**src/design/totp_pkg.sv**
```systemverilog
// Package for the TOTP check: payload structs, state enum, SHA-1 constants.
// No dependencies.
`default_nettype none
package totp_pkg;

  typedef struct packed {
    logic [62:0] current_time;
    logic [19:0] candidate_code;
  } in_t;

  typedef struct packed {
    logic        code_valid;
    logic [19:0] expected_code;
  } out_t;

  typedef enum logic [2:0] {
    ST_IDLE, ST_DIV, ST_IH1, ST_IH2, ST_OH1, ST_OH2, ST_MOD, ST_DONE
  } state_t;

  localparam logic [1:0] REG_KF = 2'd0;
  localparam logic [1:0] REG_KL = 2'd1;
  localparam logic [1:0] REG_STEP = 2'd2;
  localparam logic [1:0] REG_EPOCH = 2'd3;

  localparam logic [15:0] STEP_RESET = 16'd30;
  localparam logic [7:0] IPAD = 8'h36;
  localparam logic [7:0] OPAD = 8'h5c;
  localparam logic [159:0] SHA1_IV =
    160'h67452301_EFCDAB89_98BADCFE_10325476_C3D2E1F0;
  localparam logic [63:0] INNER_BITS = 64'd576;
  localparam logic [63:0] OUTER_BITS = 64'd672;

  function automatic logic [31:0] pow10(input int n);
    logic [31:0] v;
    v = 32'd1;
    for (int i = 0; i < n; i++) v = v * 32'd10;
    return v;
  endfunction

endpackage
`default_nettype wire

```
**src/design/totp_div.sv**
```systemverilog
// Bit-serial restoring divider, one quotient bit per cycle.
// Depends on nothing; used for the step counter and the code modulus.
`default_nettype none
module totp_div #(
  parameter int NW = 63,
  parameter int DW = 16
) (
  input  logic          clk,
  input  logic          rst_n,
  input  logic          start,
  input  logic [NW-1:0] num,
  input  logic [DW-1:0] den,
  output logic          done,
  output logic [NW-1:0] quo,
  output logic [DW-1:0] rem
);
  localparam int CNTW = $clog2(NW + 1);

  logic [NW-1:0]   q_r;
  logic [DW-1:0]   rem_r, den_r;
  logic [CNTW-1:0] cnt_r;
  logic            busy_r, done_r;
  logic [DW:0]     rem_sh, diff;

  assign rem_sh = {rem_r, q_r[NW-1]};
  assign diff   = rem_sh - {1'b0, den_r};

  always_ff @(posedge clk) begin
    if (!rst_n) begin
      busy_r <= 1'b0;
      done_r <= 1'b0;
      cnt_r  <= '0;
    end else begin
      done_r <= 1'b0;
      if (start) begin
        busy_r <= 1'b1;
        cnt_r  <= '0;
      end else if (busy_r) begin
        cnt_r <= cnt_r + 1'b1;
        if (cnt_r == CNTW'(NW - 1)) begin
          busy_r <= 1'b0;
          done_r <= 1'b1;
        end
      end
    end
  end

  always_ff @(posedge clk) begin
    if (start) begin
      q_r   <= num;
      rem_r <= '0;
      den_r <= den;
    end else if (busy_r) begin
      if (!diff[DW]) begin
        rem_r <= diff[DW-1:0];
        q_r   <= {q_r[NW-2:0], 1'b1};
      end else begin
        rem_r <= rem_sh[DW-1:0];
        q_r   <= {q_r[NW-2:0], 1'b0};
      end
    end
  end

  assign done = done_r;
  assign quo  = q_r;
  assign rem  = rem_r;
endmodule
`default_nettype wire

```
**src/design/totp_sha1.sv**
```systemverilog
// SHA-1 compression engine, one round per cycle, message schedule in a
// 16-word shift register. Depends on totp_pkg.
`default_nettype none
module totp_sha1
  import totp_pkg::*;
(
  input  logic         clk,
  input  logic         rst_n,
  input  logic         start,
  input  logic [159:0] h_in,
  input  logic [511:0] blk,
  output logic         done,
  output logic [159:0] h_out
);
  logic [31:0]  w_r [16];
  logic [31:0]  a_r, b_r, c_r, d_r, e_r;
  logic [159:0] hs_r;
  logic [6:0]   rnd_r;
  logic         busy_r, done_r;
  logic [31:0]  f, k, t, wn;

  always_comb begin
    if (rnd_r < 7'd20) begin
      f = (b_r & c_r) | (~b_r & d_r);
      k = 32'h5A827999;
    end else if (rnd_r < 7'd40) begin
      f = b_r ^ c_r ^ d_r;
      k = 32'h6ED9EBA1;
    end else if (rnd_r < 7'd60) begin
      f = (b_r & c_r) | (b_r & d_r) | (c_r & d_r);
      k = 32'h8F1BBCDC;
    end else begin
      f = b_r ^ c_r ^ d_r;
      k = 32'hCA62C1D6;
    end
    t  = {a_r[26:0], a_r[31:27]} + f + e_r + k + w_r[0];
    wn = w_r[13] ^ w_r[8] ^ w_r[2] ^ w_r[0];
    wn = {wn[30:0], wn[31]};
  end

  always_ff @(posedge clk) begin
    if (!rst_n) begin
      busy_r <= 1'b0;
      done_r <= 1'b0;
      rnd_r  <= '0;
    end else begin
      done_r <= 1'b0;
      if (start) begin
        busy_r <= 1'b1;
        rnd_r  <= '0;
      end else if (busy_r) begin
        rnd_r <= rnd_r + 1'b1;
        if (rnd_r == 7'd79) begin
          busy_r <= 1'b0;
          done_r <= 1'b1;
        end
      end
    end
  end

  always_ff @(posedge clk) begin
    if (start) begin
      hs_r <= h_in;
      {a_r, b_r, c_r, d_r, e_r} <= h_in;
      for (int i = 0; i < 16; i++) w_r[i] <= blk[511 - 32*i -: 32];
    end else if (busy_r) begin
      a_r <= t;
      b_r <= a_r;
      c_r <= {b_r[1:0], b_r[31:2]};
      d_r <= c_r;
      e_r <= d_r;
      for (int i = 0; i < 15; i++) w_r[i] <= w_r[i+1];
      w_r[15] <= wn;
    end
  end

  assign done  = done_r;
  assign h_out = {hs_r[159:128] + a_r, hs_r[127:96] + b_r, hs_r[95:64] + c_r,
                  hs_r[63:32] + d_r, hs_r[31:0] + e_r};
endmodule
`default_nettype wire

```
**src/design/totp_hmac_sha1_check.sv**
```systemverilog
// Channel  Handshake            Payload
// in_      in_valid/in_ready    in_data  (in_t: current_time, candidate_code)
// out_     out_valid/out_ready  out_data (out_t: code_valid, expected_code)
// cfg_     APB psel/penable     paddr[4:3] selects register, 64-bit data
// One transaction at a time: the divider, four SHA-1 compressions on one
// round unit, the modulus, then the load into the output register; the
// next input is taken only after the result is loaded.
// Input is taken only in idle; the result waits in an output register and a
// new transaction may be taken while it stalls.
// Synchronous active-low reset; no clearing pass. Depends on totp_pkg.
`default_nettype none
module totp_hmac_sha1_check
  import totp_pkg::*;
#(
  parameter int CODE_DIGITS = 6
) (
  input  logic        clk,
  input  logic        rst_n,
  input  logic        in_valid,
  output logic        in_ready,
  input  in_t         in_data,
  output logic        out_valid,
  input  logic        out_ready,
  output out_t        out_data,
  input  logic        psel,
  input  logic        penable,
  input  logic        pwrite,
  input  logic [4:0]  paddr,
  input  logic [63:0] pwdata,
  output logic [63:0] prdata,
  output logic        pready
);
  localparam logic [31:0] MODV = pow10(CODE_DIGITS);
  localparam int CW = $clog2(MODV);

  state_t        st_r, st_nxt;
  logic [63:0]   kf_r;
  logic [15:0]   kl_r, step_r;
  logic [62:0]   epoch_r;
  logic [19:0]   cand_r;
  logic [63:0]   ctr_r;
  logic [159:0]  inner_r, hin_r;
  logic [511:0]  blk_r;
  logic          sha_go_r, div_go_r, mod_go_r;
  logic [62:0]   num_r;
  logic [15:0]   den_r;
  logic [30:0]   bin_r;
  logic [CW-1:0] code_r;
  logic          out_valid_r;
  out_t          out_r;

  logic          div_done, sha_done, mod_done;
  logic [62:0]   quo;
  logic [15:0]   div_rem;
  logic [30:0]   mod_quo;
  logic [CW-1:0] mod_rem;
  logic [159:0]  h_out;
  logic          in_acc, load_out;
  logic [511:0]  key_blk;
  logic [7:0]    sh;
  logic [159:0]  dsh;

  assign pready = 1'b1;

  always_comb begin
    case (paddr[4:3])
      REG_KF:    prdata = kf_r;
      REG_KL:    prdata = {48'd0, kl_r};
      REG_STEP:  prdata = {48'd0, step_r};
      REG_EPOCH: prdata = {1'b0, epoch_r};
      default:   prdata = '0;
    endcase
  end

  always_ff @(posedge clk) begin
    if (!rst_n) begin
      kf_r    <= '0;
      kl_r    <= '0;
      step_r  <= STEP_RESET;
      epoch_r <= '0;
    end else if (psel && penable && pwrite) begin
      case (paddr[4:3])
        REG_KF:    kf_r    <= pwdata;
        REG_KL:    kl_r    <= pwdata[15:0];
        REG_STEP:  step_r  <= pwdata[15:0];
        REG_EPOCH: epoch_r <= pwdata[62:0];
        default:   ;
      endcase
    end
  end

  always_comb begin
    st_nxt = st_r;
    case (st_r)
      ST_IDLE: if (in_valid) st_nxt = ST_DIV;
      ST_DIV:  if (div_done) st_nxt = ST_IH1;
      ST_IH1:  if (sha_done) st_nxt = ST_IH2;
      ST_IH2:  if (sha_done) st_nxt = ST_OH1;
      ST_OH1:  if (sha_done) st_nxt = ST_OH2;
      ST_OH2:  if (sha_done) st_nxt = ST_MOD;
      ST_MOD:  if (mod_done) st_nxt = ST_DONE;
      ST_DONE: if (!out_valid_r || out_ready) st_nxt = ST_IDLE;
      default: st_nxt = ST_IDLE;
    endcase
  end

  always_comb begin
    in_ready = (st_r == ST_IDLE);
    in_acc   = in_ready && in_valid;
    load_out = (st_r == ST_DONE) && (!out_valid_r || out_ready);
  end

  always_ff @(posedge clk) begin
    if (!rst_n) begin
      st_r        <= ST_IDLE;
      out_valid_r <= 1'b0;
      sha_go_r    <= 1'b0;
      div_go_r    <= 1'b0;
      mod_go_r    <= 1'b0;
    end else begin
      st_r     <= st_nxt;
      div_go_r <= in_acc;
      sha_go_r <= ((st_r == ST_DIV) && div_done) ||
                  ((st_r == ST_IH1 || st_r == ST_IH2 || st_r == ST_OH1) && sha_done);
      mod_go_r <= (st_r == ST_OH2) && sha_done;
      if (load_out) out_valid_r <= 1'b1;
      else if (out_ready) out_valid_r <= 1'b0;
    end
  end

  always_comb begin
    key_blk = {({kf_r, kl_r} ^ {10{IPAD}}), {54{IPAD}}};
    if (st_r == ST_IH2) key_blk = {({kf_r, kl_r} ^ {10{OPAD}}), {54{OPAD}}};
    sh  = 8'd128 - {1'b0, h_out[3:0], 3'b000};
    dsh = h_out >> sh;
  end

  always_ff @(posedge clk) begin
    if (in_acc) begin
      cand_r <= in_data.candidate_code;
      num_r  <= (in_data.current_time >= epoch_r) ? in_data.current_time - epoch_r : '0;
      den_r  <= (step_r == 16'd0) ? 16'd1 : step_r;
    end
    if (st_r == ST_DIV && div_done) begin
      ctr_r <= {1'b0, quo};
      hin_r <= SHA1_IV;
      blk_r <= key_blk;
    end
    if (sha_done) begin
      case (st_r)
        ST_IH1: begin
          hin_r <= h_out;
          blk_r <= {ctr_r, 8'h80, 376'd0, INNER_BITS};
        end
        ST_IH2: begin
          inner_r <= h_out;
          hin_r   <= SHA1_IV;
          blk_r   <= key_blk;
        end
        ST_OH1: begin
          hin_r <= h_out;
          blk_r <= {inner_r, 8'h80, 280'd0, OUTER_BITS};
        end
        ST_OH2:  bin_r <= dsh[30:0];
        default: ;
      endcase
    end
    if (st_r == ST_MOD && mod_done) code_r <= mod_rem;
    if (load_out) begin
      out_r.code_valid    <= (32'(cand_r) == 32'(code_r));
      out_r.expected_code <= 20'(code_r);
    end
  end

  totp_div #(.NW(63), .DW(16)) u_div (
    .clk(clk), .rst_n(rst_n), .start(div_go_r), .num(num_r), .den(den_r),
    .done(div_done), .quo(quo), .rem(div_rem)
  );

  totp_div #(.NW(31), .DW(CW)) u_mod (
    .clk(clk), .rst_n(rst_n), .start(mod_go_r), .num(bin_r), .den(CW'(MODV)),
    .done(mod_done), .quo(mod_quo), .rem(mod_rem)
  );

  totp_sha1 u_sha (
    .clk(clk), .rst_n(rst_n), .start(sha_go_r), .h_in(hin_r), .blk(blk_r),
    .done(sha_done), .h_out(h_out)
  );

  assign out_valid = out_valid_r;
  assign out_data  = out_r;
endmodule
`default_nettype wire

```
**config.mk**
```make
export PLATFORM = sky130hd
export DESIGN_NAME = totp_hmac_sha1_check
export DESIGN_NICKNAME = d
export VERILOG_FILES = /design/src/design/totp_pkg.sv /design/src/design/totp_div.sv /design/src/design/totp_sha1.sv /design/src/design/totp_hmac_sha1_check.sv
export SDC_FILE = /design/constraint.sdc
export NUM_CORES = 2
export LEC_CHECK = 0
export BUFFER_PORTS_ARGS = -buffer_cell sky130_fd_sc_hd__buf_4
export CORE_MARGIN = 1.5
export CORE_UTILIZATION = 25
export DETAILED_ROUTE_END_ITERATION = 10
export HOLD_SLACK_MARGIN = 0.12
export MAX_ROUTING_LAYER = met4
export PLACE_DENSITY = 0.51
export SLEW_MARGIN = 20
export SYNTH_ARGS = -nofsm -noshare
export SYNTH_HDL_FRONTEND = slang
export SYNTH_HIERARCHICAL = 1
export SYNTH_SLANG_ARGS = --single-unit
```
**constraint.sdc**
```tcl
create_clock -name clk -period 43.9 [get_ports clk]
set_clock_uncertainty 0.15 [all_clocks]
set_input_delay 4.39 -clock clk [delete_from_list [all_inputs] [get_ports clk]]
set_output_delay 4.39 -clock clk [all_outputs]
set_load 0.02 [all_outputs]
```
==> summary.txt <==
Timing
  • Final Max Tran Viols: 0
  • Least-Margin Pin Slew: between 1000 and 1500 ps
  • Setup TNS: 0 ps
  • Rel. slew slack: 0.162
  • Peak Freq: 0.0916 GHz
  • Final setup viols: 0
  • RSZ-0062 raised after global routing: no
  • Final Cycle Share: 0.249
  • Final Hold Vio Count: 0
  • Tmin final: 10,920 ps

Final layout
  • Area growth syn-to-layout: 16.0%
  • Final Non-Filler Cells: 15,100
  • Fillers: 43,700
  • Multi-input combinational cell area: around 44,000 um^2
  • Nets: between 9,000 and 10,000
  • Share of layout cells above drive strength 1: 0.183
  • Sequential cell area: 58,700 um^2
  • Fin area: around 120,000 um^2

Setup path
  • Critical Path RT: 39,360 ps
  • Startpoint Class: input port
  • Crit path capture type: output port
  • Worst reg-to-reg setup slack: about 36,000 ps
  • Data arrival, critical path: 6380 ps
  • Crit Path Class: in2out
  • Critical path fanouts, max: just under 50
  • FF-to-FF path depth: 25
  • RR Startpoint: u_sha/rnd_r[3]$_SDFFE_PP0P_
  • R2R Path End: u_sha/a_r[30]$_DFFE_PP_

Clock network
  • CTS sink cnt: 2,254
  • CTS tree: yes
  • CTS buffer count: 244
  • Root Buffer Master: clkbuf_16
  • Clock latency on the worst-skew pair: 950 ps
  • Resize count post-CTS: 0
  • CTS Hold Bufs: 0
  • H-tree depth: 4
  • Maximum clock path buffer count: 4
  • Setup bufs post-CTS: 0
  • CTS clk-pin slew, worst paths: 60 ps

Place
  • HPWL after DPL: 240,000 um
  • Placed Area: 115,000 um^2
  • Buffers added on ports: 242
  • GPL Wtd Cong: ~0.91
  • Dpl cells: 14,600

Synthesis
  • Synth Area in Adders: 0.0640
  • Synth area leader: edfxtp_1
  • Cells after Synth: 9,070
  • Share of flip-flops with an asynchronous set or reset: 0
  • Mux share of post-synthesis cell area: 0.107
  • Register area share after synthesis: 0.553
  • Syn avg cell area: 11.7 um^2
  • Cell Area, Synth: 106,000 um^2
  • Simple-gate portion of the synthesized area: 0.0861
  • Dominant cells by area after synthesis: edfxtp_1, dfxtp_1, mux2_2
  • Synth cell count leaders: edfxtp_1, nand2_1, dfxtp_1, mux2_2, o21ai_0
  • Synth Area in Compound Gates: 0.124
  • Top cell type's share of synthesized area: 0.383
  • Post-synth EDFFs: roughly 1,400
  • Ys flop type: edfxtp_1
  • Synthesis-stage register bit count: 2,254
  • Xor and xnor area share after synthesis: 0.0310
  • Synth cell types: 102
  • Most common cell in the netlist: edfxtp_1
  • Synth warnings: 6
  • Largest family of logic cells by synthesized area: compound AO/OA/AOI/OAI gates

Pwr
  • Peak supply drop: 0.0380 mV
  • Total power: 4680 uW
  • Cell Pwr Density: 38.0 nW/um^2
  • Leakage: 0.0463 uW

Global route
  • Met1 Use GR: 0.215
  • Vias in the first global route: 68,300
  • Global Route Usage Sum: 0.159
  • Largest net degree at the start of global routing: 178
  • Initial antenna violation count: 38
  • Met2 Resource Use GR: 0.247
  • First-pass GRT wire length: 490,000 um
  • Met3 GRT Util: 0.0177
  • GR peak layer: met2
  • Total congestion overflow: 0

Detailed routing
  • Via count: 72,100
  • DRC errors left: 32
  • WL final: 342,000 um
  • DR iter-0 viols: between 6,000 and 7,000
  • DR WL/cell: 22.6 um
  • Routed Antenna Nets: 0
  • DR vias/cell: 4.77
  • Drt first pass iters: 9

Floorplan
  • Height of the die: ~650 um
  • IO Pins: 247
  • Core Box Area: 423,000 um^2
  • Starting Density: 0.251
  • Die Wd: 655 um
  • Die area: 429,000 um^2
  • FP Rows: 239

Min path
  • WHS Endpoint: u_sha/hs_r[48]$_DFFE_PP_
  • HP Class: reg2reg
  • Hold Path Depth: 0
  • Hold Startpoint: hin_r[48]$_DFF_P_

Outcome
  • Outcome: complete, but fails checks
  • Failing checks: design-rule violations

Job
  • Maxcap violations: 0
-- report_power, final --
group / switching, uW / internal, uW / leakage [uW] / total, uW
Sequential: 34.3 / 2280 / 0.0199 / 2320
Clock: 883 / 1220 / 0.00397 / 2110
Combinational: 145 / 114 / 0.0224 / 258
-- stage by stage --
step	setup slack (ps)	util	hold WS [ps]
floorplan	29940	-	250
global placement	32960	0.272	255
detailed placement	32980	0.272	255
CTS	32980	0.291	218
global route	32910	0.291	248
finish	32980	0.291	225
-- sequential cells by signal (all words and copies together) (netlist names), 63 cells and up --
| signal | count |
|---|---|
| inner_r | 160 |
| blk_r | 512 |
| epoch_r | 63 |
| ctr_r | 63 |
| u_sha/w_r | 512 |
| num_r | 63 |
| kf_r | 64 |
| u_sha/hs_r | 160 |
| hin_r | 160 |
| u_div/quo | 63 |
-- layout make-up --
type	instances	share of cell area
inverter	424	0.0130
tap	5663	0.0575
sequential	2254	0.477
timing repair buffer	430	0.0266
antenna	13	0.000264
multi-input combinational	5874	0.360
clock inverter	108	0.00977
clock buffer	343	0.0561
-- placed cells by master, fill, tap and decap left out, types with 89 or more instances in the layout --
| cell type | n |
|---|---|
| a21oi_1 | 326 |
| mux2i_1 | 129 |
| and3_1 | 127 |
| clkbuf_16 | 247 |
| xnor2_1 | 254 |
| xor2_1 | 89 |
| a21boi_0 | 166 |
| nand2_1 | 1110 |
| a22o_1 | 105 |
| nor2_1 | 398 |
| inv_1 | 420 |
| fa_1 | 128 |
| o21ai_0 | 608 |
| dfxtp_1 | 894 |
| edfxtp_1 | 1356 |
| nor3_1 | 105 |
| ha_1 | 336 |
| mux4_2 | 94 |
| a21o_1 | 124 |
| o21a_1 | 127 |
| buf_4 | 426 |
| mux2_2 | 711 |
-- per-layer routing --
metal	vias to the layer above	share of wire	routed length, um
met1	36400	0.45	154000
met4	0	0.036	12300
met5	-	0	0
li1	33300	-	-
met2	2052	0.46	157000
met3	434	0.055	18700
-- how the worst max path moves through the flow --
stage / start / endpoint / slack (ps) / cells past startpoint
final: paddr[3] / prdata[46] / 32980 / 4
after CTS: paddr[3] / prdata[46] / 32980 / 4
after global routing: paddr[3] / prdata[46] / 32910 / 4
after global placement: paddr[3] / prdata[50] / 32960 / 4
after detailed placement: paddr[3] / prdata[46] / 32980 / 4
after floorplan: sha_go_r$_SDFF_PN0_ / u_sha/a_r[0]$_DFFE_PP_ / 29940 / 5
-- kinds of logic (layout without fill, tap and decap cells) --
kind of cell,Yosys count,after routing
flip-flops,2254,2254
adder cells (fa/ha/maj),466,466
AND/OR/NAND/NOR,2084,2084
buffers and inverters,961,1305
XOR/XNOR,376,376
other,2,34
AO/OA/AOI/OAI,1993,1993
multiplexers,934,934
-- worst max-delay path: stages --
cell and delay, ps:
buf_4 380, nand2_2 680, o21ai_0 650, buf_4 230
Power figures use the tool's default switching activity.
